<file path="src/rtl/siph_pkg.sv">
`timescale 1ns / 1ps
// Package for the keyed SipHash core: lane types, initialization constants,
// sequencer states, register indexes and round-count helpers.
// No dependencies.
package siph_pkg;

    typedef struct packed {
        logic [63:0] a;
        logic [63:0] b;
        logic [63:0] c;
        logic [63:0] d;
    } lanes_t;

    typedef enum logic [2:0] {
        ST_IDLE,
        ST_ROUND_C,
        ST_FIN_LOAD,
        ST_ROUND_D,
        ST_EMIT
    } state_t;

    localparam logic [63:0] IV_A = 64'h736f6d6570736575;
    localparam logic [63:0] IV_B = 64'h646f72616e646f6d;
    localparam logic [63:0] IV_C = 64'h6c7967656e657261;
    localparam logic [63:0] IV_D = 64'h7465646279746573;
    localparam logic [63:0] FINAL_MARK = 64'h00000000000000ff;

    localparam int ROT_B0 = 13;
    localparam int ROT_D0 = 16;
    localparam int ROT_D1 = 21;
    localparam int ROT_B1 = 17;
    localparam int ROT_HALF = 32;

    // Configuration register indexes.
    localparam logic [1:0] REG_KEY_LOW = 2'd0;
    localparam logic [1:0] REG_KEY_HIGH = 2'd1;
    localparam logic [1:0] REG_VARIANT = 2'd2;

    // Round variant codes.
    localparam logic [1:0] VAR_1_3 = 2'd0;
    localparam logic [1:0] VAR_2_4 = 2'd1;
    localparam logic [1:0] VAR_4_8 = 2'd2;

    localparam logic [3:0] FULL_BYTES = 4'd8;

    function automatic logic [63:0] rotl64(input logic [63:0] x, input int r);
        return (x << r) | (x >> (64 - r));
    endfunction

    // Index of the last compression round for a variant.
    function automatic logic [2:0] c_last(input logic [1:0] variant);
        logic [2:0] n;
        unique case (variant)
            VAR_1_3: n = 3'd0;
            VAR_4_8: n = 3'd3;
            default: n = 3'd1;
        endcase
        return n;
    endfunction

    // Index of the last finalization round for a variant.
    function automatic logic [2:0] d_last(input logic [1:0] variant);
        logic [2:0] n;
        unique case (variant)
            VAR_1_3: n = 3'd2;
            VAR_4_8: n = 3'd7;
            default: n = 3'd3;
        endcase
        return n;
    endfunction

    function automatic lanes_t load_lanes(input logic [63:0] k0, input logic [63:0] k1);
        lanes_t l;
        l.a = k0 ^ IV_A;
        l.b = k1 ^ IV_B;
        l.c = k0 ^ IV_C;
        l.d = k1 ^ IV_D;
        return l;
    endfunction

endpackage

</file>
<file path="src/rtl/siph_round.sv">
`timescale 1ns / 1ps
// One SipRound over the four lanes, shared by every compression and
// finalization step. Depends on siph_pkg.
module siph_round (
    input  siph_pkg::lanes_t lanes_in,
    output siph_pkg::lanes_t lanes_out
);
    import siph_pkg::*;

    logic [63:0] a1;
    logic [63:0] b1;
    logic [63:0] c1;
    logic [63:0] d1;
    logic [63:0] a2;
    logic [63:0] a3;
    logic [63:0] d2;
    logic [63:0] c2;
    logic [63:0] b2;

    // The two halves of each step are independent, so the add depth is two.
    assign a1 = lanes_in.a + lanes_in.b;
    assign b1 = rotl64(lanes_in.b, ROT_B0) ^ a1;
    assign a2 = rotl64(a1, ROT_HALF);
    assign c1 = lanes_in.c + lanes_in.d;
    assign d1 = rotl64(lanes_in.d, ROT_D0) ^ c1;
    assign a3 = a2 + d1;
    assign d2 = rotl64(d1, ROT_D1) ^ a3;
    assign c2 = c1 + b1;
    assign b2 = rotl64(b1, ROT_B1) ^ c2;

    assign lanes_out.a = a3;
    assign lanes_out.b = b2;
    assign lanes_out.c = rotl64(c2, ROT_HALF);
    assign lanes_out.d = d2;

endmodule

</file>
<file path="src/rtl/siphash_keyed_hash_core.sv">
`timescale 1ns / 1ps
// Keyed SipHash core: sequencer, lane registers and configuration.
// Depends on siph_pkg and siph_round.
//
// Usage:
//   The slave stream takes one 64-bit little-endian message word per beat.
//   tdata[63:0] is the word, tdata[67:64] the byte count (read on the last
//   word only, values above 8 count as 8), and tlast marks the final word.
//   The master stream returns one 64-bit hash per message, on its last word.
//   The configuration port writes key_low (0), key_high (1) and the round
//   variant (2: 0 = 1-3, 1 = 2-4, 2 = 4-8); any write reloads the lanes from
//   the key and restarts the message.
// Sequence (c and d are the variant's round counts, one SipRound per cycle in
// the single shared round unit):
//   non-last word          : c rounds, then tready returns
//   last word, < 8 bytes   : c rounds, then d rounds, then the hash beat
//   last word, 8 bytes     : c rounds, length block, c rounds, d rounds, hash beat
//   A new word is accepted only when the sequencer is back in idle.
// Reset loads the lanes from an all-zero key and selects SipHash-2-4.
// When the receiver stalls, the hash waits in the output register; a second
// finished message waits in the sequencer until that register is free.
module siphash_keyed_hash_core (
    input  logic        clk,
    input  logic        rst_n,
    // Configuration write port.
    input  logic        cfg_we,
    input  logic [1:0]  cfg_index,
    input  logic [63:0] cfg_data,
    // Message words in.
    input  logic        s_axis_tvalid,
    output logic        s_axis_tready,
    input  logic [71:0] s_axis_tdata,  // [63:0] message_word, [67:64] byte_count
    input  logic        s_axis_tlast,  // last_word
    // Hash out.
    output logic        m_axis_tvalid,
    input  logic        m_axis_tready,
    output logic [63:0] m_axis_tdata   // [63:0] digest
);
    import siph_pkg::*;

    state_t      state_reg;
    state_t      state_next;
    lanes_t      lanes_reg;
    lanes_t      lanes_next;
    lanes_t      round_out;
    logic [63:0] key_low_reg;
    logic [63:0] key_low_next;
    logic [63:0] key_high_reg;
    logic [63:0] key_high_next;
    logic [1:0]  variant_reg;
    logic [1:0]  variant_next;
    logic [7:0]  len_reg;
    logic [7:0]  len_next;
    logic [63:0] msg_reg;
    logic [63:0] msg_next;
    logic        final_reg;
    logic        final_next;
    logic        last_reg;
    logic        last_next;
    logic [2:0]  cnt_reg;
    logic [2:0]  cnt_next;
    logic [63:0] hash_reg;
    logic [63:0] hash_next;
    logic        out_valid_reg;
    logic        out_valid_next;

    logic        in_accept;
    logic        emit_go;
    logic        full_word;
    logic [3:0]  in_count;
    logic [63:0] in_word;
    logic [63:0] tail;
    logic [63:0] in_block;
    logic [7:0]  in_len;
    logic        c_done;
    logic        d_done;

    siph_round u_round (
        .lanes_in  (lanes_reg),
        .lanes_out (round_out)
    );

    assign in_word   = s_axis_tdata[63:0];
    assign in_count  = s_axis_tdata[67:64];
    assign in_accept = s_axis_tvalid && s_axis_tready;
    assign full_word = !s_axis_tlast || (in_count >= FULL_BYTES);
    assign emit_go   = !out_valid_reg || m_axis_tready;
    assign c_done    = (cnt_reg == c_last(variant_reg));
    assign d_done    = (cnt_reg == d_last(variant_reg));

    // Tail bytes of a short last word: bytes at or above the count drop out.
    always_comb
    begin
        for (int i = 0; i < 8; i++)
        begin
            tail[8*i +: 8] = (4'(i) < in_count) ? in_word[8*i +: 8] : 8'd0;
        end
    end

    assign in_len   = full_word ? (len_reg + 8'd8) : (len_reg + {4'd0, in_count});
    assign in_block = full_word ? in_word : {in_len, tail[55:0]};

    assign s_axis_tready = (state_reg == ST_IDLE);
    assign m_axis_tvalid = out_valid_reg;
    assign m_axis_tdata  = hash_reg;

    // Next state.
    always_comb
    begin
        state_next = state_reg;
        unique case (state_reg)
            ST_IDLE:
            begin
                if (in_accept)
                begin
                    state_next = ST_ROUND_C;
                end
            end
            ST_ROUND_C:
            begin
                if (c_done)
                begin
                    if (final_reg)
                    begin
                        state_next = ST_ROUND_D;
                    end
                    else if (last_reg)
                    begin
                        state_next = ST_FIN_LOAD;
                    end
                    else
                    begin
                        state_next = ST_IDLE;
                    end
                end
            end
            ST_FIN_LOAD:
            begin
                state_next = ST_ROUND_C;
            end
            ST_ROUND_D:
            begin
                if (d_done)
                begin
                    state_next = ST_EMIT;
                end
            end
            ST_EMIT:
            begin
                if (emit_go)
                begin
                    state_next = ST_IDLE;
                end
            end
            default:
            begin
                state_next = ST_IDLE;
            end
        endcase
    end

    // Datapath and outputs.
    always_comb
    begin
        lanes_next     = lanes_reg;
        key_low_next   = key_low_reg;
        key_high_next  = key_high_reg;
        variant_next   = variant_reg;
        len_next       = len_reg;
        msg_next       = msg_reg;
        final_next     = final_reg;
        last_next      = last_reg;
        cnt_next       = cnt_reg;
        hash_next      = hash_reg;
        out_valid_next = out_valid_reg;

        if (out_valid_reg && m_axis_tready)
        begin
            out_valid_next = 1'b0;
        end

        unique case (state_reg)
            ST_IDLE:
            begin
                if (in_accept)
                begin
                    lanes_next.d = lanes_reg.d ^ in_block;
                    msg_next     = in_block;
                    final_next   = !full_word;
                    last_next    = s_axis_tlast;
                    len_next     = in_len;
                    cnt_next     = 3'd0;
                end
            end
            ST_ROUND_C:
            begin
                lanes_next = round_out;
                cnt_next   = cnt_reg + 3'd1;
                if (c_done)
                begin
                    lanes_next.a = round_out.a ^ msg_reg;
                    if (final_reg)
                    begin
                        lanes_next.c = round_out.c ^ FINAL_MARK;
                    end
                    cnt_next = 3'd0;
                end
            end
            ST_FIN_LOAD:
            begin
                // A full last word leaves an empty tail: the block is the length alone.
                lanes_next.d = lanes_reg.d ^ {len_reg, 56'd0};
                msg_next     = {len_reg, 56'd0};
                final_next   = 1'b1;
            end
            ST_ROUND_D:
            begin
                lanes_next = round_out;
                cnt_next   = cnt_reg + 3'd1;
            end
            ST_EMIT:
            begin
                if (emit_go)
                begin
                    hash_next      = lanes_reg.a ^ lanes_reg.b ^ lanes_reg.c ^ lanes_reg.d;
                    out_valid_next = 1'b1;
                    lanes_next     = load_lanes(key_low_reg, key_high_reg);
                    len_next       = 8'd0;
                end
            end
            default:
            begin
                lanes_next = lanes_reg;
            end
        endcase

        if (cfg_we)
        begin
            unique case (cfg_index)
                REG_KEY_LOW:  key_low_next  = cfg_data;
                REG_KEY_HIGH: key_high_next = cfg_data;
                REG_VARIANT:  variant_next  = cfg_data[1:0];
                default:      variant_next  = variant_reg;
            endcase
            lanes_next = load_lanes(key_low_next, key_high_next);
            len_next   = 8'd0;
        end
    end

    always_ff @(posedge clk or negedge rst_n)
    begin
        if (!rst_n)
        begin
            state_reg     <= ST_IDLE;
            lanes_reg     <= load_lanes(64'd0, 64'd0);
            key_low_reg   <= 64'd0;
            key_high_reg  <= 64'd0;
            variant_reg   <= VAR_2_4;
            len_reg       <= 8'd0;
            final_reg     <= 1'b0;
            last_reg      <= 1'b0;
            cnt_reg       <= 3'd0;
            out_valid_reg <= 1'b0;
        end
        else
        begin
            state_reg     <= state_next;
            lanes_reg     <= lanes_next;
            key_low_reg   <= key_low_next;
            key_high_reg  <= key_high_next;
            variant_reg   <= variant_next;
            len_reg       <= len_next;
            final_reg     <= final_next;
            last_reg      <= last_next;
            cnt_reg       <= cnt_next;
            out_valid_reg <= out_valid_next;
        end
    end

    always_ff @(posedge clk)
    begin
        msg_reg  <= msg_next;
        hash_reg <= hash_next;
    end

    // A hash beat only ever appears right after the emit state released it.
    a_emit_source: assert property (@(posedge clk) disable iff (!rst_n)
        $rose(m_axis_tvalid) |-> $past(state_reg == ST_EMIT))
        else $error("hash beat raised outside the emit state");

    // After a hash is released the lanes hold the key-derived start values.
    a_reload: assert property (@(posedge clk) disable iff (!rst_n)
        (state_reg == ST_EMIT) && emit_go && !cfg_we
        |=> (lanes_reg.a == (key_low_reg ^ IV_A)) && (len_reg == 8'd0))
        else $error("lanes not reloaded after hash");

    // In the compression phase the round counter never passes the index of its last round.
    a_cnt_range: assert property (@(posedge clk) disable iff (!rst_n)
        (state_reg == ST_ROUND_C) |-> (cnt_reg <= c_last(variant_reg)))
        else $error("compression round counter out of range");

    // Every accepted word starts compression in the next cycle.
    a_accept_start: assert property (@(posedge clk) disable iff (!rst_n)
        in_accept |=> (state_reg == ST_ROUND_C) && (cnt_reg == 3'd0))
        else $error("accepted word did not start compression");

endmodule

</file>
<file path="config.mk">
export PLATFORM = sky130hd
export DESIGN_NAME = siphash_keyed_hash_core
export DESIGN_NICKNAME = d
export VERILOG_FILES = /design/src/rtl/siph_pkg.sv /design/src/rtl/siph_round.sv /design/src/rtl/siphash_keyed_hash_core.sv
export SDC_FILE = /design/constraint.sdc
export NUM_CORES = 2
export LEC_CHECK = 0
export ABC_AREA = 1
export BUFFER_PORTS_ARGS = -buffer_cell sky130_fd_sc_hd__buf_4
export CORE_ASPECT_RATIO = 0.9
export CORE_MARGIN = 4
export CORE_UTILIZATION = 35
export DETAILED_ROUTE_END_ITERATION = 10
export PLACE_DENSITY = 0.53
export REMOVE_ABC_BUFFERS = 1
export SYNTH_ARGS = -nofsm -noshare
export SYNTH_HDL_FRONTEND = slang
export SYNTH_HIERARCHICAL = 1
export SYNTH_SLANG_ARGS = --single-unit
</file>
<file path="constraint.sdc">
create_clock -name clk -period 6.4 [get_ports clk]
set_clock_uncertainty 0.05 [all_clocks]
set_input_delay 1.28 -clock clk [delete_from_list [all_inputs] [get_ports clk]]
set_output_delay 1.28 -clock clk [all_outputs]
set_load 0.03 [all_outputs]
</file>
==> impl_results.md <==
* Status: complete, no violations
* Root Buffer: clkbuf_16
* Post-synth EDFFs at 128
* Synth Register Bits at 531
* Met1 Resource Use GR at 60.59%
* Placed wire-length estimate at 308600 um
* Drt via density at 5.717
* Rows at 133
* Pins Over Slew Limit at 0
* Synthesized instance count at 7812
* Num CTS Buffers at 66
* WL final at 365700 um
* GR peak layer: met2
* R2r setup slk at 150 ps
* Commonest non-fill, non-tap cells in the layout: 1767 x nand2_1, 1380 x buf_4, 1045 x inv_1
* Type of origin of the critical path: flop
* Relative slew slack at 12.58%
* # hold bufs at CTS at 0
* Most common cell after layout, fill and taps aside: nand2_1
* Sequential area share after synthesis at 27.20%
* Die width at 413.7 um
* Vias in the first global route at 58.38k
* Number of port buffers at 205
* Fin nets at 9500
* Max FFs per register at 256
* WS Path Type: flop to flop
* Die Ht at 373.2 um
* Yosys warns at 6
* Critical path capture point type: flop
* GRT met3 Usage at 14.94%
* Via Count at 63.54k
* H-tree depth at 3
* # setup viols final at 0
* Crit share post-route at 97.71%
* Critical Path RT at 6960 ps
* Ys async rst share at 75.89%
* Detail-routed net length per standard cell at 32.90 um
* Pre-antenna DRT Iters at 7
* Initial Util at 35.37%
* Synth Flop Type: dfrtp_1
* Die area at 0.1544 mm^2
* Final Hold Fails at 0
* Worst Hold Class: flop to flop
* Area delta synth->final at 29.76%
* Synth cell types at 70
* Max Cap Viol at 0
* RSZ-0062 raised after global routing: no
* GRT Util Overall at 45.82%
* Number of fill cells at 15.57k
* Final design utilization at 45.90%
* Initial antenna violation count at 31
* Clock transition at path regs at 60 ps
* Mean Syn Cell Area at 6.638 um^2
* Crit path top cell by count: nand2_1
* Layout cells sized above 1 at 21.39%
* CTS tree: done
* Fin crit period at 6253 ps
* Ports at 210
* Register area at 0.01411 mm^2
* GPL Wtd Cong at 1.119
* Clock Sinks at 531
* Maximum root-to-sink buffer count at 3
* DR DRC count at 0
* Max FO, Critical Path at 4
* Initial DRC count at 8992
* Synth Cell Area at 0.05185 mm^2
* Area of the multi-input gates at 0.03307 mm^2
* Core Area at 0.1466 mm^2
* Met2 GRT Util at 64.02%
* ANT nets after route at 0
* Grt ovf at 0
* Skew-Pair Late Insertion Delay at 730 ps
* Actual slew at the worst max-slew pin at 1311 ps
* Slowest cell on crit path: dfstp_2
* Critical Path AT at 6820 ps
* Critical Path Max Stage Delay at 650 ps
* Fmax at 0.1599 GHz
* Largest net degree at the start of global routing at 123
* Global-route wire length before repair at 485100 um
## cells in the mapped netlist (24+ instances only)
cell type  number  share of area [%]
o21bai_1       67               0.97
o22ai_1        37               0.45
dfstp_2       139                7.0
xnor2_1       214                3.6
nand3_1       522                5.0
nand3b_1       36               0.52
or2_2          25               0.30
ha_1          258                6.2
nand2_1      1784                 13
a21o_1         55               0.80
edfxtp_1      128                7.4
clkbuf_1      103               0.75
o21a_1         49               0.71
xor2_2         50                1.6
nor3_1         83               0.80
buf_2          83               0.80
o211ai_1       26               0.38
dfrtp_1       264                 13
o21ai_0       511                4.9
inv_1        1049                7.6
nand2_2        48               0.58
o21ai_1        24               0.23
a31oi_1       150                1.8
nor2_1        885                6.4
xor2_1        290                4.9
a21oi_1       676                6.5
## path summary, 6_finish.rpt
kind / to / startpoint / depth (start not counted)
max: lanes_reg[55]$_DFFE_PN0P_ / lanes_reg[78]$_DFFE_PN1P_ / 29
min: key_high_reg[29]$_DFFE_PN0P_ / key_high_reg[29]$_DFFE_PN0P_ / 1
max reg2reg: lanes_reg[55]$_DFFE_PN0P_ / lanes_reg[78]$_DFFE_PN1P_ / 29
min reg2reg: key_high_reg[29]$_DFFE_PN0P_ / key_high_reg[29]$_DFFE_PN0P_ / 1
max in group asynchronous: key_low_reg[49]$_DFFE_PN0P_ / rst_n / 2
min in group asynchronous: lanes_reg[227]$_DFFE_PN0P_ / rst_n / 1
## logic make-up (layout without fill, tap and decap cells)
| logic type | count (synthesis) | after routing | synth area share [%] |
|---|---|---|---|
| AOI/OAI and AO/OA | 1701 | 1701 | 18.56 |
| xor gates and xnor gates | 560 | 560 | 10.35 |
| adders and majority gates | 263 | 263 | 6.418 |
| buffers and inverters | 1290 | 2624 | 9.697 |
| DFF | 531 | 531 | 27.20 |
| other | 0 | 12 | 0 |
| and+or+nand+nor | 3467 | 3467 | 27.77 |
## critical path: cells and delay by family (launching register included)
kind / cells / cell delay, ps
AO/OA/AOI/OAI: 9 / 2090
XOR/XNOR: 1 / 190
flip-flops: 1 / 650
AND/OR/NAND/NOR: 13 / 1850
buffers and inverters: 4 / 580
adder cells (fa/ha/maj): 2 / 730
## routing by layer
metal	wire length, um	up-vias	share of wire [%]
li1	-	28070	-
met1	147700	30780	40
met2	144300	3893	39
met3	44640	787	12
met4	29000	14	7.9
met5	98	-	0.027
## layout make-up
| class | instances | area share (%) |
|---|---|---|
| Antenna cell | 12 | 0.04463 |
| Inverter | 1067 | 5.986 |
| Multi-Input combinational cell | 5991 | 49.15 |
| Clock buffer | 88 | 2.728 |
| Clock inverter | 33 | 0.4388 |
| Sequential cell | 531 | 20.97 |
| Tap cell | 1957 | 3.639 |
| Timing Repair Buffer | 1436 | 17.05 |
## timing repair
item	in CTS	in global routing
cloned	0	0
setup buffers	0	3
setup endpoints to repair	6	66
gates resized for setup	6	65
pin swaps	0	5
## metrics by stage
step | hold slack [ps] | instances | cell area (um^2) | setup slack (ps) | setup TNS (ps)
6_report | 432.4 | 11120 | 67290 | 146.7 | 0
5_1_grt | 448.6 | 11100 | 67260 | 5.770 | 0
4_1_cts | 430.5 | 11100 | 66990 | 77.62 | 0
3_5_place_dp | 417.2 | 10980 | 64830 | -743.3 | -1116
3_3_place_gp | 412.4 | 10980 | 64830 | -775.5 | -1164
2_1_floorplan | 400.9 | 7589 | 50840 | -528.1 | -73340
Power is not shown: default switching activity piles up to over one toggle a cycle in this logic, so the estimate is an artifact.
